===== src/hdl/dual_quadrature_speed_meter_top_assert.svh =====
// -----------------------------------------------------------------------------
// Assertion macros for the dual quadrature speed meter
// Concurrent assertion wrappers that drop out of synthesis builds.
// -----------------------------------------------------------------------------
`ifndef DUAL_QUADRATURE_SPEED_METER_TOP_ASSERT_SVH
`define DUAL_QUADRATURE_SPEED_METER_TOP_ASSERT_SVH

`ifndef SYNTHESIS

// The consequent must hold in the cycle after the antecedent.
`define DQSM_ASSERT_NEXT(lbl, clk, rst, ante, cons) \
   lbl: assert property (@(posedge clk) disable iff (rst) (ante) |=> (cons)) \
      else $error("dqsm assertion failed");

// The consequent must hold in the same cycle as the antecedent.
`define DQSM_ASSERT_NOW(lbl, clk, rst, ante, cons) \
   lbl: assert property (@(posedge clk) disable iff (rst) (ante) |-> (cons)) \
      else $error("dqsm assertion failed");

`else

`define DQSM_ASSERT_NEXT(lbl, clk, rst, ante, cons)
`define DQSM_ASSERT_NOW(lbl, clk, rst, ante, cons)

`endif

`endif


===== src/hdl/dqsm_pkg.sv =====
// -----------------------------------------------------------------------------
// Dual quadrature speed meter package
// Shared constants, codes and types for the speed meter modules.
// -----------------------------------------------------------------------------
package dqsm_pkg;

   localparam int COUNT_WIDTH_DEF = 16;
   localparam int FIELD_W         = 16;
   localparam int BYTE_W          = 8;

   // Request operation codes
   localparam logic OP_SAMPLE = 1'b0;
   localparam logic OP_TICK   = 1'b1;

   // Configuration register indexes
   localparam int  CSR_IDX_W          = 1;
   localparam int  CSR_DATA_W         = 1;
   localparam logic [CSR_IDX_W-1:0] CSR_INVERT_DIR_ONE = 1'd0;
   localparam logic [CSR_IDX_W-1:0] CSR_INVERT_DIR_TWO = 1'd1;

   localparam logic INVERT_DIR_ONE_RST = 1'b0;
   localparam logic INVERT_DIR_TWO_RST = 1'b1;

   localparam logic [1:0] PAIR_MASK = 2'b11;
   localparam logic [1:0] B_BIT     = 2'b01;

   // Control from the top level to one channel tracker
   typedef struct packed {
      logic step_en;
      logic clear;
   } dqsm_trk_ctl_type;

endpackage


===== src/hdl/dqsm_track.sv =====
// -----------------------------------------------------------------------------
// Quadrature channel tracker
// Holds the last A/B pair and a saturating signed step count for one encoder.
// -----------------------------------------------------------------------------
module dqsm_track import dqsm_pkg::*; #(
   parameter int COUNT_WIDTH = COUNT_WIDTH_DEF
) (
   input  logic                   clock,
   input  logic                   reset,
   input  dqsm_trk_ctl_type       ctl,
   input  logic                   pin_a,
   input  logic                   pin_b,
   input  logic                   invert,
   output logic [COUNT_WIDTH-1:0] count
);

   localparam logic [COUNT_WIDTH-1:0] CNT_MAX = {1'b0, {(COUNT_WIDTH-1){1'b1}}};
   localparam logic [COUNT_WIDTH-1:0] CNT_MIN = {1'b1, {(COUNT_WIDTH-1){1'b0}}};
   localparam logic [COUNT_WIDTH-1:0] CNT_ONE = {{(COUNT_WIDTH-1){1'b0}}, 1'b1};

   logic [1:0]             prev_ff, prev_in;
   logic [COUNT_WIDTH-1:0] count_ff, count_in;
   logic [1:0]             now_pair;
   logic [1:0]             diff;
   logic                   moved;
   logic                   dir_down;

   assign now_pair = {pin_a, pin_b};
   assign diff     = (now_pair ^ prev_ff) & PAIR_MASK;
   // Exactly one bit changed: a both-bit jump is not a valid step.
   assign moved    = (diff != 2'b00) && (diff != PAIR_MASK);
   assign dir_down = pin_a ^ |(prev_ff & B_BIT) ^ invert;

   always_comb begin
      prev_in  = prev_ff;
      count_in = count_ff;
      if (ctl.clear) begin
         count_in = '0;
      end else if (ctl.step_en) begin
         prev_in = now_pair;
         if (moved) begin
            if (!dir_down && (count_ff != CNT_MAX)) begin
               count_in = count_ff + CNT_ONE;
            end else if (dir_down && (count_ff != CNT_MIN)) begin
               count_in = count_ff - CNT_ONE;
            end
         end
      end
   end

   always_ff @(posedge clock) begin
      if (reset) begin
         prev_ff  <= '0;
         count_ff <= '0;
      end else begin
         prev_ff  <= prev_in;
         count_ff <= count_in;
      end
   end

   assign count = count_ff;

endmodule


===== config.mk =====
export PLATFORM = sky130hd
export DESIGN_NAME = dqsm_track
export DESIGN_NICKNAME = d
export VERILOG_FILES = /design/src/hdl/dual_quadrature_speed_meter_top_assert.svh /design/src/hdl/dqsm_pkg.sv /design/src/hdl/dqsm_track.sv
export SDC_FILE = /design/constraint.sdc
export NUM_CORES = 1
export LEC_CHECK = 0
export ABC_AREA = 1
export BUFFER_PORTS_ARGS = -buffer_cell sky130_fd_sc_hd__buf_2
export CORE_MARGIN = 1
export CORE_UTILIZATION = 52
export DETAILED_ROUTE_END_ITERATION = 12
export PLACE_DENSITY = 0.76
export SLEW_MARGIN = 25
export SYNTH_ARGS = -nofsm -noshare
export SYNTH_HDL_FRONTEND = slang
export SYNTH_SLANG_ARGS = --single-unit

===== constraint.sdc =====
create_clock -name clock -period 2.15 [get_ports clock]
set_clock_uncertainty 0.05 [all_clocks]
set_input_delay 0.43 -clock clock [delete_from_list [all_inputs] [get_ports clock]]
set_output_delay 0.43 -clock clock [all_outputs]
set_load 0.02 [all_outputs]

==> flow_metrics.py <==
metrics = {
    "floorplanning": {
        "die_x_um": 60.2,
        "start_util_pct": 56.4,
        "dieArea_um2": 3630,
        "core-area_um2": 3130,
        "die_h_um": 60.2,
        "io_pins": 23,
        "rows": 20,
    },
    "synth": {
        "yosysWarnings": 0,
        "netlist_area_um2": 1760,
        "synth.distinct_cells": 25,
        "yosysSeqAreaShare_pct": 20.4,
        "synth_area_per_cell_um2": 5.88,
        "syn_nets": 323,
        "synth_cells": 300,
        "yosys-top-cells-area": "dfxtp_1, nand2_1, ha_1",
        "yosysTopAreaCell": "dfxtp_1",
        "synth_seq_cells": 18,
        "synth_top_area_share_pct": 20.4,
    },
    "worst_setup_path": {
        "critPathCaptureType": "flop",
        "criticalPathCategory": "reg2reg",
        "r2r-start": "count[15]$_SDFFE_PP0P_",
        "ff2ff_path_depth": 16,
        "crit_end": "count[14]$_SDFFE_PP0P_",
        "r2r_end": "count[14]$_SDFFE_PP0P_",
        "critPathArrivalTime_ns": 2.53,
        "critPathLaunch": "count[15]$_SDFFE_PP0P_",
        "critPathMaxFanout": 5,
        "start_kind": "flop",
        "required_ns": 2.34,
        "r2r_slack_ns": -0.19,
    },
    "cells_and_area": {
        "multi_input_area_um2": 1520,
        "layout_commonest_cell": "nand2_1",
        "final_util_pct": 86.5,
        "layout_common_cells": "nand2_1, buf_4, nor2_1",
        "regArea_um2": 412,
        "diodes": 0,
        "drive_above_1_share_pct": 44.4,
        "syn_to_final_growth_pct": 53.4,
        "fillerInstances": 191,
        "fin_nets": 396,
    },
    "route": {
        "top_layer_used": "met4",
        "drt-total-wl_mm": 6.02,
        "m1WireLength_mm": 2.40,
        "met2_wirelength_mm": 3.02,
        "ant_nets": 0,
        "first_iter_violations": 151,
        "drt-pass1-iter-count": 6,
        "dr_wl_met3_um": 436,
        "route.detailed.drc": 0,
        "num_vias": 2259,
        "via_per_inst": 5.43,
        "wl_per_cell_um": 14.5,
    },
    "placement": {
        "pre_cts_ws_ns": -0.436,
        "gp_congestion": 0.892,
        "io_buffers": 22,
        "detailed_place_hpwl_mm": 3.92,
    },
    "clock_network": {
        "cts_sinks": 18,
        "htree_levels": 1,
        "clock-root-buffer": "clkbuf_4",
        "cts_inserted_buffers": 3,
        "worst_setup_hold_path_clk_slew_ns": 0.11,
        "clockBufferDepth": 2,
        "clk_latency_ns": 0.29,
        "cts_tree": "built",
        "hold_buffers": 0,
    },
    "sta": {
        "post-route-period-util_pct": 109,
        "holdWs_ns": 0.262,
        "min_period_ns": 2.34,
        "rsz0062_at_grt": "yes",
        "drv_slew": 0,
        "worst_pin_slew_ns": 0.521,
        "fmax_ghz": 0.427,
        "finalSetupViolations": 11,
        "fin_ws_ns": -0.191,
        "maxSlewHeadroom_pct": 65.1,
        "hold_viol": 0,
    },
    "global_routing": {
        "grt_pass1_wl_mm": 8.49,
        "grt_usage_pct": 31.0,
        "grt_max_degree": 17,
        "grt_pass1_vias": 2004,
        "antenna_found_initial": 0,
        "grt_overflow": 0,
    },
    "min_path": {
        "hold_class": "in2reg",
        "hold_depth": 2,
    },
    "pwr": {
        "power.density_nw_per_um2": 496,
        "ir_drop_v": 0.000278,
        "p_leak_nw": 1.36,
    },
    "status": {
        "outcome": "finished with violations",
        "failed_checks": "setup timing",
    },
    "flow_run": {
        "max_cap_viol_count": 0,
    },
}
## logic make-up after synthesis
family | after synthesis | synth area share (%)
AND/OR/NAND/NOR | 177 | 41.5
XOR/XNOR | 9 | 4.47
adder cells (fa/ha/maj) | 16 | 11.8
AO/OA/AOI/OAI | 35 | 11.2
buffers and inverters | 45 | 10.6
flip-flops | 18 | 20.4
## flip-flops by register name (all words and copies together), names as in the netlist
| name | cells |
|---|---|
| count | 16 |
| prev_ff | 2 |
## cell usage after synthesis
master / count
a211oi_1: 1
a21oi_1: 16
a21oi_2: 3
buf_6: 2
clkbuf_1: 1
dfxtp_1: 18
fa_1: 1
ha_1: 15
inv_1: 41
inv_4: 1
nand2_1: 96
nand2_2: 2
nand2_4: 1
nand3_1: 16
nand3b_1: 4
nand4_1: 5
nor2_1: 49
nor2_2: 2
nor3_1: 2
o21ai_0: 7
o21ai_1: 5
o21ai_2: 1
o21bai_1: 2
xnor2_1: 3
xor2_1: 6
## routing by layer
layer	up-vias	track usage, %
met3	20	2.81
met2	109	53.1
met5	-	0
li1	1094	-
met1	1036	39.6
met4	0	12.3
## critical path: stages, from the launching register on
cell and delay (ns):
dfxtp_4 0.36, inv_2 0.05, nand2_2 0.06, nor2_4 0.12
nand2_2 0.07, o21ai_4 0.25, buf_12 0.17, buf_12 0.10
ha_4 0.22, a21oi_4 0.17, buf_4 0.13, nand2_2 0.10
nand3_2 0.11, nand2_1 0.06, nand2_1 0.06, nand2_1 0.08
a21oi_2 0.11
## layout make-up
cell class	count	share of cell area [%]
clock buffers	4	1.34
well taps	44	2.04
multi-input cells	237	56.1
flip-flops and latches	18	15.2
inverters	42	5.92
repair buffers	71	19.4
## metrics by stage
stage          std cells  area [um^2]  power, mW  setup TNS (ns)
2_1_floorplan        300         1860      0.734          -0.655
3_3_place_gp         406         2330      0.935           -3.58
3_5_place_dp         406         2330      0.949           -4.46
4_1_cts              412         2450       1.20          -0.361
5_1_grt              416         2710       1.42           -2.55
6_report             416         2710       1.34           -1.45
## worst min path at each step
stage	start	end	slack (ns)
2_1_floorplan	prev_ff[1]$_SDFFE_PP0P_	prev_ff[1]$_SDFFE_PP0P_	0.40
5_1_grt	reset	prev_ff[1]$_SDFFE_PP0P_	0.25
3_5_place_dp	prev_ff[1]$_SDFFE_PP0P_	prev_ff[1]$_SDFFE_PP0P_	0.41
6_report	reset	prev_ff[1]$_SDFFE_PP0P_	0.26
3_3_place_gp	prev_ff[1]$_SDFFE_PP0P_	prev_ff[1]$_SDFFE_PP0P_	0.41
4_1_cts	reset	prev_ff[1]$_SDFFE_PP0P_	0.26
## power by group
group | internal, mW | switching [mW] | leakage, nW | total [mW]
registers | 0.346 | 0.0109 | 0.158 | 0.357
logic | 0.334 | 0.432 | 1.18 | 0.766
clock network | 0.103 | 0.115 | 0.0210 | 0.218
## what timing repair did
action,4_1_cts,5_1_grt
buffers inserted,2,3
resized for setup,19,49
pin swaps,6,27
setup endpoints to repair,15,12
cloned,0,1
Power figures use the tool's default switching activity.
